<file path="config.mk">
export PLATFORM = sky130hd
export DESIGN_NAME = stable_priority_queue
export DESIGN_NICKNAME = d
export VERILOG_FILES = /design/src/rtl/spq_pkg.sv /design/src/rtl/spq_cell.sv /design/src/rtl/stable_priority_queue.sv
export SDC_FILE = /design/constraint.sdc
export NUM_CORES = 2
export LEC_CHECK = 0
export CORE_MARGIN = 8
export CORE_UTILIZATION = 40
export CTS_BUF_LIST = sky130_fd_sc_hd__clkbuf_8
export DETAILED_ROUTE_END_ITERATION = 8
export DONT_BUFFER_PORTS = 1
export PLACE_DENSITY_LB_ADDON = 0.1
export SYNTH_ARGS = -nofsm -noshare
export SYNTH_HDL_FRONTEND = slang
export SYNTH_SLANG_ARGS = --single-unit
export TNS_END_PERCENT = 100
</file>
<file path="constraint.sdc">
create_clock -name i_clk -period 25.7 [get_ports i_clk]
set_clock_uncertainty 0.1 [all_clocks]
set_input_delay 5.14 -clock i_clk [delete_from_list [all_inputs] [get_ports i_clk]]
set_output_delay 5.14 -clock i_clk [all_outputs]
set_load 0.02 [all_outputs]
</file>
<file path="src/rtl/spq_pkg.sv">
// Package for the stable priority queue.
// Holds the record type, cell control type and opcode/status codes.
// No dependencies.
`timescale 1ns / 1ps

package spq_pkg;

    localparam int unsigned URG_W = 4;
    localparam int unsigned ID_W  = 54;
    localparam int unsigned AGE_W = 8;

    localparam int unsigned MIN_W       = 8;
    localparam logic [MIN_W-1:0] MINUTES_RESET = 8'd15;

    localparam int unsigned PLACE_W = 4;
    localparam int unsigned WAIT_W  = 12;
    localparam int unsigned OCC_W   = 5;
    localparam int unsigned STAT_W  = 2;

    localparam logic FUNC_INSERT = 1'b0;
    localparam logic FUNC_POP    = 1'b1;

    typedef enum logic [STAT_W-1:0] {
        ST_DONE  = 2'd0,
        ST_FULL  = 2'd1,
        ST_EMPTY = 2'd2
    } t_status;

    typedef struct packed {
        logic [URG_W-1:0] urgency;
        logic [ID_W-1:0]  id;
        logic [AGE_W-1:0] age;
    } t_rec;

    typedef struct packed {
        logic ins;
        logic pop;
        logic occupied;
    } t_cell_ctl;

endpackage

</file>
<file path="src/rtl/spq_cell.sv">
// One slot of the sorted queue: holds a record, compares it to the new one,
// and shifts with its neighbors on insert or pop. Depends on spq_pkg.
`timescale 1ns / 1ps

module spq_cell (
    input  logic              i_clk,
    input  spq_pkg::t_cell_ctl i_ctl,
    input  spq_pkg::t_rec     i_new_rec,
    input  spq_pkg::t_rec     i_left_rec,
    input  logic              i_left_le,
    input  spq_pkg::t_rec     i_right_rec,
    output spq_pkg::t_rec     o_rec,
    output logic              o_le
);

    spq_pkg::t_rec r_rec;
    spq_pkg::t_rec n_rec;

    // stored record sorts at or before the new one
    assign o_le  = i_ctl.occupied && (r_rec.urgency <= i_new_rec.urgency);
    assign o_rec = r_rec;

    always_comb begin
        n_rec = r_rec;
        if (i_ctl.ins && !o_le) begin
            n_rec = i_left_le ? i_new_rec : i_left_rec;
        end else if (i_ctl.pop) begin
            n_rec = i_right_rec;
        end
    end

    always_ff @(posedge i_clk) begin
        r_rec <= n_rec;
    end

endmodule

</file>
<file path="src/rtl/stable_priority_queue.sv">
// Stable priority queue: a row of spq_cell slots kept sorted by urgency.
// Depends on spq_pkg and spq_cell.
//
// Usage:
//   A request is taken at a rising edge with start high and busy low; busy is
//   always low, so one request may be issued every cycle. i_func selects
//   insert or pop of the head record.
//   The result appears in the cycle after the request, for exactly one cycle,
//   with o_valid high. The receiver cannot stall; results are not held.
//   Throughput: 1 request per cycle, set by the cell row which compares and
//   shifts every slot in the same cycle.
//   Insert reports the place taken and place * minutes_per_place (saturated
//   at 4095). Pop reports the head record. Insert into a full queue and pop
//   from an empty one report a status code and leave the queue unchanged.
//   minutes_per_place is written with i_cfg_wr_en / i_cfg_wr_data while idle.
//   Synchronous reset empties the queue and sets minutes_per_place to 15;
//   no clearing pass is needed.
`timescale 1ns / 1ps

module stable_priority_queue #(
    parameter int unsigned DEPTH = 16
) (
    input  logic                          i_clk,
    input  logic                          i_rst_n,
    input  logic                          start,
    output logic                          busy,
    input  logic                          i_func,
    input  logic [spq_pkg::URG_W-1:0]     i_urgency,
    input  logic [spq_pkg::ID_W-1:0]      i_record_id,
    input  logic [spq_pkg::AGE_W-1:0]     i_record_age,
    input  logic                          i_cfg_wr_en,
    input  logic [spq_pkg::MIN_W-1:0]     i_cfg_wr_data,
    output logic                          o_valid,
    output logic [spq_pkg::STAT_W-1:0]    o_status,
    output logic [spq_pkg::PLACE_W-1:0]   o_place,
    output logic [spq_pkg::WAIT_W-1:0]    o_wait_estimate,
    output logic [spq_pkg::URG_W-1:0]     o_head_urgency,
    output logic [spq_pkg::ID_W-1:0]      o_head_id,
    output logic [spq_pkg::AGE_W-1:0]     o_head_age,
    output logic [spq_pkg::OCC_W-1:0]     o_occupancy
);

    localparam int unsigned PW  = $clog2(DEPTH);
    localparam int unsigned CW  = $clog2(DEPTH + 1);
    localparam int unsigned PRW = PW + spq_pkg::MIN_W;
    localparam int unsigned WW  = (PRW > spq_pkg::WAIT_W) ? PRW : spq_pkg::WAIT_W;
    localparam int unsigned EPW = (PW > spq_pkg::PLACE_W) ? PW : spq_pkg::PLACE_W;
    localparam int unsigned ECW = (CW > spq_pkg::OCC_W) ? CW : spq_pkg::OCC_W;
    localparam logic [WW-1:0] WAIT_MAX = WW'({spq_pkg::WAIT_W{1'b1}});

    logic [spq_pkg::MIN_W-1:0] r_minutes;
    logic [CW-1:0]             r_count;
    logic [CW-1:0]             n_count;

    logic                      accept;
    logic                      full;
    logic                      empty;
    logic                      do_ins;
    logic                      do_pop;

    spq_pkg::t_rec             new_rec;
    spq_pkg::t_rec             cell_rec [DEPTH];
    logic [DEPTH-1:0]          cell_le;
    logic [DEPTH-1:0]          bnd;
    logic [PW-1:0]             place;
    logic [PRW-1:0]            product;
    logic [WW-1:0]             wait_ext;
    logic [EPW-1:0]            place_ext;
    logic [ECW-1:0]            count_ext;

    logic                          r_valid;
    spq_pkg::t_status              r_status;
    logic [spq_pkg::PLACE_W-1:0]   r_place;
    logic [spq_pkg::WAIT_W-1:0]    r_wait;
    spq_pkg::t_rec                 r_head;

    assign busy    = 1'b0;
    assign accept  = start && !busy;
    assign full    = (r_count == CW'(DEPTH));
    assign empty   = (r_count == '0);
    assign do_ins  = accept && (i_func == spq_pkg::FUNC_INSERT) && !full;
    assign do_pop  = accept && (i_func == spq_pkg::FUNC_POP) && !empty;

    assign new_rec.urgency = i_urgency;
    assign new_rec.id      = i_record_id;
    assign new_rec.age     = i_record_age;

    for (genvar gi = 0; gi < DEPTH; gi++) begin : g_cell
        spq_pkg::t_cell_ctl ctl;
        spq_pkg::t_rec      left_rec;
        spq_pkg::t_rec      right_rec;
        logic               left_le;

        assign ctl.ins      = do_ins;
        assign ctl.pop      = do_pop;
        assign ctl.occupied = (CW'(gi) < r_count);

        if (gi == 0) begin : g_first
            assign left_rec = new_rec;
            assign left_le  = 1'b1;
        end else begin : g_mid
            assign left_rec = cell_rec[gi-1];
            assign left_le  = cell_le[gi-1];
        end

        if (gi == DEPTH - 1) begin : g_last
            assign right_rec = cell_rec[gi];
        end else begin : g_inner
            assign right_rec = cell_rec[gi+1];
        end

        // new record lands here
        assign bnd[gi] = !cell_le[gi] && left_le;

        spq_cell u_cell (
            .i_clk       (i_clk),
            .i_ctl       (ctl),
            .i_new_rec   (new_rec),
            .i_left_rec  (left_rec),
            .i_left_le   (left_le),
            .i_right_rec (right_rec),
            .o_rec       (cell_rec[gi]),
            .o_le        (cell_le[gi])
        );
    end

    always_comb begin
        place = '0;
        for (int i = 0; i < DEPTH; i++) begin
            if (bnd[i]) begin
                place = place | PW'(i);
            end
        end
    end

    assign product   = PRW'(place) * PRW'(r_minutes);
    assign wait_ext  = WW'(product);
    assign place_ext = EPW'(place);

    always_comb begin
        n_count = r_count;
        if (do_ins) begin
            n_count = r_count + CW'(1);
        end else if (do_pop) begin
            n_count = r_count - CW'(1);
        end
    end

    always_ff @(posedge i_clk) begin
        if (!i_rst_n) begin
            r_minutes <= spq_pkg::MINUTES_RESET;
            r_count   <= '0;
            r_valid   <= 1'b0;
        end else begin
            if (i_cfg_wr_en) begin
                r_minutes <= i_cfg_wr_data;
            end
            r_count <= n_count;
            r_valid <= accept;
        end
    end

    always_ff @(posedge i_clk) begin
        if (accept) begin
            r_status <= spq_pkg::ST_DONE;
            r_place  <= '0;
            r_wait   <= '0;
            r_head   <= '0;
            if (i_func == spq_pkg::FUNC_INSERT) begin
                if (full) begin
                    r_status <= spq_pkg::ST_FULL;
                end else begin
                    r_place <= place_ext[spq_pkg::PLACE_W-1:0];
                    r_wait  <= (wait_ext > WAIT_MAX) ? spq_pkg::WAIT_W'(WAIT_MAX)
                                                     : wait_ext[spq_pkg::WAIT_W-1:0];
                end
            end else begin
                if (empty) begin
                    r_status <= spq_pkg::ST_EMPTY;
                end else begin
                    r_head <= cell_rec[0];
                end
            end
        end
    end

    assign count_ext       = ECW'(r_count);
    assign o_valid         = r_valid;
    assign o_status        = r_status;
    assign o_place         = r_place;
    assign o_wait_estimate = r_wait;
    assign o_head_urgency  = r_head.urgency;
    assign o_head_id       = r_head.id;
    assign o_head_age      = r_head.age;
    assign o_occupancy     = count_ext[spq_pkg::OCC_W-1:0];

    a_count_bound: assert property (@(posedge i_clk) disable iff (!i_rst_n)
        r_count <= CW'(DEPTH))
        else $error("occupancy beyond depth");

    a_one_boundary: assert property (@(posedge i_clk) disable iff (!i_rst_n)
        do_ins |-> $onehot(bnd))
        else $error("insert position not unique");

    a_full_hold: assert property (@(posedge i_clk) disable iff (!i_rst_n)
        (accept && i_func == spq_pkg::FUNC_INSERT && full) |=>
            (r_status == spq_pkg::ST_FULL) && (r_count == CW'(DEPTH)))
        else $error("insert into full queue changed state");

    a_empty_hold: assert property (@(posedge i_clk) disable iff (!i_rst_n)
        (accept && i_func == spq_pkg::FUNC_POP && empty) |=>
            (r_status == spq_pkg::ST_EMPTY) && (r_count == '0))
        else $error("pop from empty queue changed state");

    a_count_step: assert property (@(posedge i_clk) disable iff (!i_rst_n)
        !accept |=> (r_count == $past(r_count)) && !r_valid)
        else $error("count moved without a request");

endmodule

</file>
Yosys cells after proc, flatten, opt, wreduce, memory -nomap -nowiden:

Cells that the tools add are included.

* input port bits: 79
* output and inout bits: 91
* register bits: 1154

* multipliers: 1
* add/sub/neg operators: 2
* bitwise logic cells: 1
* mux-type cells: 66
* $lt $le $gt $ge: 33
* eq/ne operators: 1
* reductions and logical operators: 88

Operators by type and width (count)
* $mux W66: 45
* $le A4 B4 Y1: 16
* $logic_and A1 B1 Y1: 51
* $lt A4 B5 Y1 const A: 8
* $mux W4: 8
* $reduce_bool A2 Y1: 16
* $lt A3 B5 Y1 const A: 4
* $logic_not A1 Y1: 18
* $gt A12 B12 Y1 const B: 1
* $mul A4 B8 Y12: 1
* $mux W12: 1
* $mux W3: 4
* $lt A1 B5 Y1 const A: 2
* $lt A2 B5 Y1 const A: 2
* $mux W5: 2
* $mux W2: 4
* $add A5 B1 Y5 const B: 1
* $eq A5 B5 Y1 const B: 1
* $logic_not A5 Y1: 1
* $sub A5 B1 Y5 const B: 1
* $reduce_or A2 Y1: 2
* $mux W1: 2
* $not A1 Y1: 1

Depth between registers and ports, before layout:

* depth after elaboration: 22
* depth in mapped cells: 23
* gate-level depth less buffers: 21

Modules after synthesis:

Synthesis repeated with hierarchy kept, for this count alone.

* cell total of the unflattened synthesis: 4116
* area, all modules: 65869.4 um^2

By module, submodules not included
* spq_cell: instances 16, area an instance 3806.2 um^2, sequential area each 1981.9 um^2, cells each 231
* stable_priority_queue: instances 1, area an instance 4971.0 um^2, sequential area each 2802.7 um^2, cells each 420

Least setup slack after synthesis:

OpenSTA, ideal clock, no wires.

* path kind: in2reg
* start: input i_urgency[1] (netlist bit)
* end: register g_cell[7].u_cell.r_rec, in the netlist g_cell[7].u_cell.o_rec[0], enable pin
* library setup time: 582 ps
* setup slack: 13053 ps
* stages on the path: 10
* data required time: 25018 ps
* buffers on the path: 4
* arrival: 11965 ps
* cells stage by stage: clkbuf_1 > clkinv_1 > ha_1 > nor2b_1 > o2111ai_1 > and3_1 > clkbuf_2 > clkbuf_1 > clkbuf_1 > o21ai_0

* word-level cells in the longest chain between the ends: 5

RTL lines
* start: declaration: RTL line stable_priority_queue.sv:28 `input logic [spq_pkg::URG_W-1:0] i_urgency,`
* $le A4 B4 Y1: RTL line spq_cell.sv:20 `assign o_le = i_ctl.occupied && (r_rec.urgency <= i_new_rec.urgency);`
* $logic_and A1 B1 Y1: RTL line spq_cell.sv:20
* $logic_not A1 Y1: RTL line spq_cell.sv:25 `if (i_ctl.ins && !o_le) begin`
* $logic_and A1 B1 Y1: RTL line spq_cell.sv:25
* $reduce_bool A2 Y1 (no source line)
* end signal: assignment: RTL line spq_cell.sv:33 `r_rec <= n_rec;`
* end: declaration: RTL line spq_cell.sv:16 `spq_pkg::t_rec r_rec;`

Every way passes these cells.
A chain may end at the register's enable or synchronous reset.

Final worst setup path:

* start: input i_urgency[3] (netlist bit)
* end: register r_wait, in the netlist o_wait_estimate[10] (data pin)

* word-level cells in the longest chain between the ends: 22
* elaborated cells on any way between the ends: 80
* classes of those cells: 1 x mul; 17 x order compare; 16 x mux; 46 x reduce/logical

RTL lines
* $le A4 B4 Y1: RTL line spq_cell.sv:20
* $logic_and A1 B1 Y1: RTL line spq_cell.sv:20
* $logic_not A1 Y1: RTL line stable_priority_queue.sv:113 `assign bnd[gi] = !cell_le[gi] && left_le;`
* $logic_and A1 B1 Y1: RTL line stable_priority_queue.sv:113
* $mux W1: RTL line stable_priority_queue.sv:130 `if (bnd[i]) begin`
* $mux W2 (2 in series): RTL line stable_priority_queue.sv:130
* $mux W3 (4 in series): RTL line stable_priority_queue.sv:130
* $mux W4 (7 in series): RTL line stable_priority_queue.sv:130
* $mux W4 *: RTL line stable_priority_queue.sv:130
* $mul A4 B8 Y12 *: RTL line stable_priority_queue.sv:136 `assign product = PRW'(place) * PRW'(r_minutes);`
* $gt A12 B12 Y1: RTL line stable_priority_queue.sv:174 `r_wait <= (wait_ext > WAIT_MAX) ? spq_pkg::WAIT_W'(WAIT_MAX)`
* $mux W12 *: RTL line stable_priority_queue.sv:174
* end signal: assignment: RTL line stable_priority_queue.sv:174
* end: declaration: RTL line stable_priority_queue.sv:74 `logic [spq_pkg::WAIT_W-1:0] r_wait;`

Mark *: on every way between the ends. The rest lies on a longest branch, timed or not.

==> reports/metrics.cfg <==
[detailed_routing]
drt_pass1_iterations = 5
routed-wl-met3_um = 9178
dr.max_layer_used = met4
wl_per_cell_um = 24.63
viasPerCell = 5.604
wl_um = 173000
ant_nets = 0
routed-wl-met2_um = 78860
vias = 39370
met1Wirelength_um = 81310
first_iter_violations = 2562
drc = 0

[timing]
tightest_slew_ns = 1.096
fin_crit_sh_pct = 41.92
period_needed_ns = 10.77
finalHoldViolations = 0
setup_viol = 0
rsz0062_at_grt = false
fin_setup_tns_ns = 0
max_freq_mhz = 92.81
max_slew_margin_pct = 26.18
finalMaxSlewViolations = 0

[synth]
synth-edff-count = 1140
synth_seq_cells = 1154
synthDominantCellAreaShare_pct = 58.22
syn_inst = 5078
syn_avg_cell_area_um2 = 11.58
synth_nets = 5253
ys_top_cells_by_count = edfxtp_1 (1,140), mux2i_1 (839), nand2_1 (694)
yosys-top-cells-area = edfxtp_1 (58%), mux2i_1 (14%), o21ai_0 (4.7%)
syn-cell-area_um2 = 58800
ys_async_sr_fraction_pct = 0
synth_cell_type_count = 64
synth_largest_area_cell = edfxtp_1
ys_warn_count = 0
synth.most_common_cell = edfxtp_1
synthFlopType = edfxtp_1
synth-seq-area-share_pct = 58.69

[grt]
grt_usage_pct = 21.35
grt.overflow.total = 0
grt_max_degree = 133
grt_pass1_wl_um = 260700
grt_pass1_vias = 40720
antenna_found_initial = 3

[placement]
dp.cells = 6659
dp_hpwl_um = 101200
portBuffers = 0
finalWeightedCongestion = 0.7966

[die]
initial_utilization_pct = 40.35
rows = 140
dieWidth_um = 399.4
dieArea_um2 = 159500
core_region_area_um2 = 145700
pin_count = 170
die_h_um = 399.4

[min_path]
hold_start = g_cell[15].u_cell.o_rec[24]$_DFFE_PP_
holdCritPathClass = reg2reg
min_path_cells = 2
hold_end = g_cell[14].u_cell.o_rec[24]$_DFFE_PP_

[layout]
drive_gt1_share_pct = 9.714
fin_nets = 5126
final_cells = 7025
area_growth_pct = 8.875
nFillCells = 13880

[clocking]
htreeDepth = 4
cts-resized-gates = 0
cts_buffers = 207
cts_root_buffer = clkbuf_8
clk_path_buf_depth = 3
clock_sinks = 1154
post_cts_buffers = 0
cts_hold_buf = 0
clkTransAtPathRegs_ns = 0.06
tritoncts = done
clk-insertion-delay-late_ns = 0.93

[power_and_ir_drop]
power.density_nw_per_um2 = 100.9
peakVddDrop_mv = 0.06169
power.leakage_uw = 0.02520

[setup_path]
crit_type = in2reg
cp_max_fo = 38
r2r-end = o_wait_estimate[10]$_SDFFCE_PP0P_
r2r_start = o_occupancy[1]$_SDFFE_PN0P_
reg2regPathDepth = 18
arrival_ns = 11.33
critPathLaunchType = primary input
r2r_setup_slack_ns = 18.98
crit_path_end_kind = register
worst_ep_required_time_ns = 26.25

[status]
status = completed

[job]
max_cap_violations = 0

critical path, cell delays in order:
cell	delay, ns
clkinv_1	0.41
buf_4	0.40
ha_1	0.32
o21ai_0	0.08
a21oi_1	0.05
o21ai_0	0.64
nand2_4	0.74
o22ai_1	0.50
nor4_4	0.15
nand2b_1	0.19
fa_1	0.55
inv_1	0.05
fa_1	0.48
fa_1	0.42
a21o_1	0.17
a21oi_1	0.18
nor2b_1	0.08
o21a_1	0.19
o41ai_1	0.31
xor2_1	0.17
nor2_1	0.05
cells in the final DEF, fill, tap and decap left out, drive strengths merged, types with 3 or more instances in the layout:
master,count
a31oi,68
o21a,6
and3,4
inv,123
nand2b,16
edfxtp,1140
xor2,5
fa,12
o21bai,3
mux2,129
clkinv,67
clkinvlp,7
buf,76
a21oi,386
a211oi,5
o22ai,4
ha,84
nand2,694
a22o,4
or2,5
nor2,455
nor3,7
clkbuf,210
mux2i,839
a21o,5
nand4,14
dfxtp,14
nand3,6
a21boi,7
and2,87
o21ai,562
xnor2,3
nor2b,28
final cells by class:
type	instances	area, µm²	area share [%]
multi-input combinational	3467	22710	35.48
clock inverter	154	735.7	1.149
tap	1917	2399	3.746
antenna	2	5.005	0.007817
sequential	1154	34510	53.91
timing repair buffer	76	595.6	0.9303
clock buffer	210	2890	4.515
inverter	45	168.9	0.2638
worst max path at each step:
stage,startpoint,endpoint,slack (ns),cells past startpoint
floorplan,i_urgency[1],g_cell[7].u_cell.o_rec[0]$_DFFE_PP_,13.05,10
global placement,i_urgency[3],o_wait_estimate[10]$_SDFFCE_PP0P_,14.12,21
detailed placement,i_urgency[3],o_wait_estimate[10]$_SDFFCE_PP0P_,14.03,21
CTS,i_urgency[3],o_wait_estimate[10]$_SDFFCE_PP0P_,15.09,21
global route,i_urgency[3],o_wait_estimate[10]$_SDFFCE_PP0P_,14.63,21
finish,i_urgency[3],o_wait_estimate[10]$_SDFFCE_PP0P_,14.93,21
report_power, final:
group / switching, µW / total, µW / internal (µW)
registers: 250 / 2950 / 2700
logic: 1230 / 1930 / 700
clock network: 804 / 1580 / 776
total: 2280 / 6460 / 4170
cell families (layout without fill, tap and decap cells):
family	count (synthesis)	in the layout	synth area share [%]
mux	968	968	16.75
simple gates	1325	1325	9.273
xor+xnor	8	8	0.1192
flops	1154	1154	58.69
compound gates	1069	1069	9.605
fa+ha+maj	96	96	2.196
other cells	1	3	0.006377
buf+inv	457	485	3.356
sequential cells by signal, summed over array words and instances, names as in the netlist:
name and cells:
g_cell.u_cell.o_rec 1056, o_head_age 8, o_head_id 54, o_head_urgency 4
o_occupancy 5, o_place 4, o_status 2, o_valid 1
o_wait_estimate 12, r_minutes 8
metal layers:
layer	vias up	GRT usage, %
li1	18260	-
met3	251	4.173
met5	-	0
met4	0	5.458
met1	19960	29.51
met2	902	34.50
metrics by stage:
step	util, %	area [µm²]	setup slack, ns	hold WS [ns]	total power (µW)
floorplan	-	58800	13.05	0.3786	4300
global placement	41.44	60390	14.12	0.4000	4900
detailed placement	41.44	60390	14.03	0.4084	4929
CTS	43.93	64020	15.09	0.4010	6537
global route	43.93	64020	14.63	0.4350	6842
finish	43.93	64020	14.93	0.4043	6457
No activity file was read; power rests on OpenSTA's default activity.
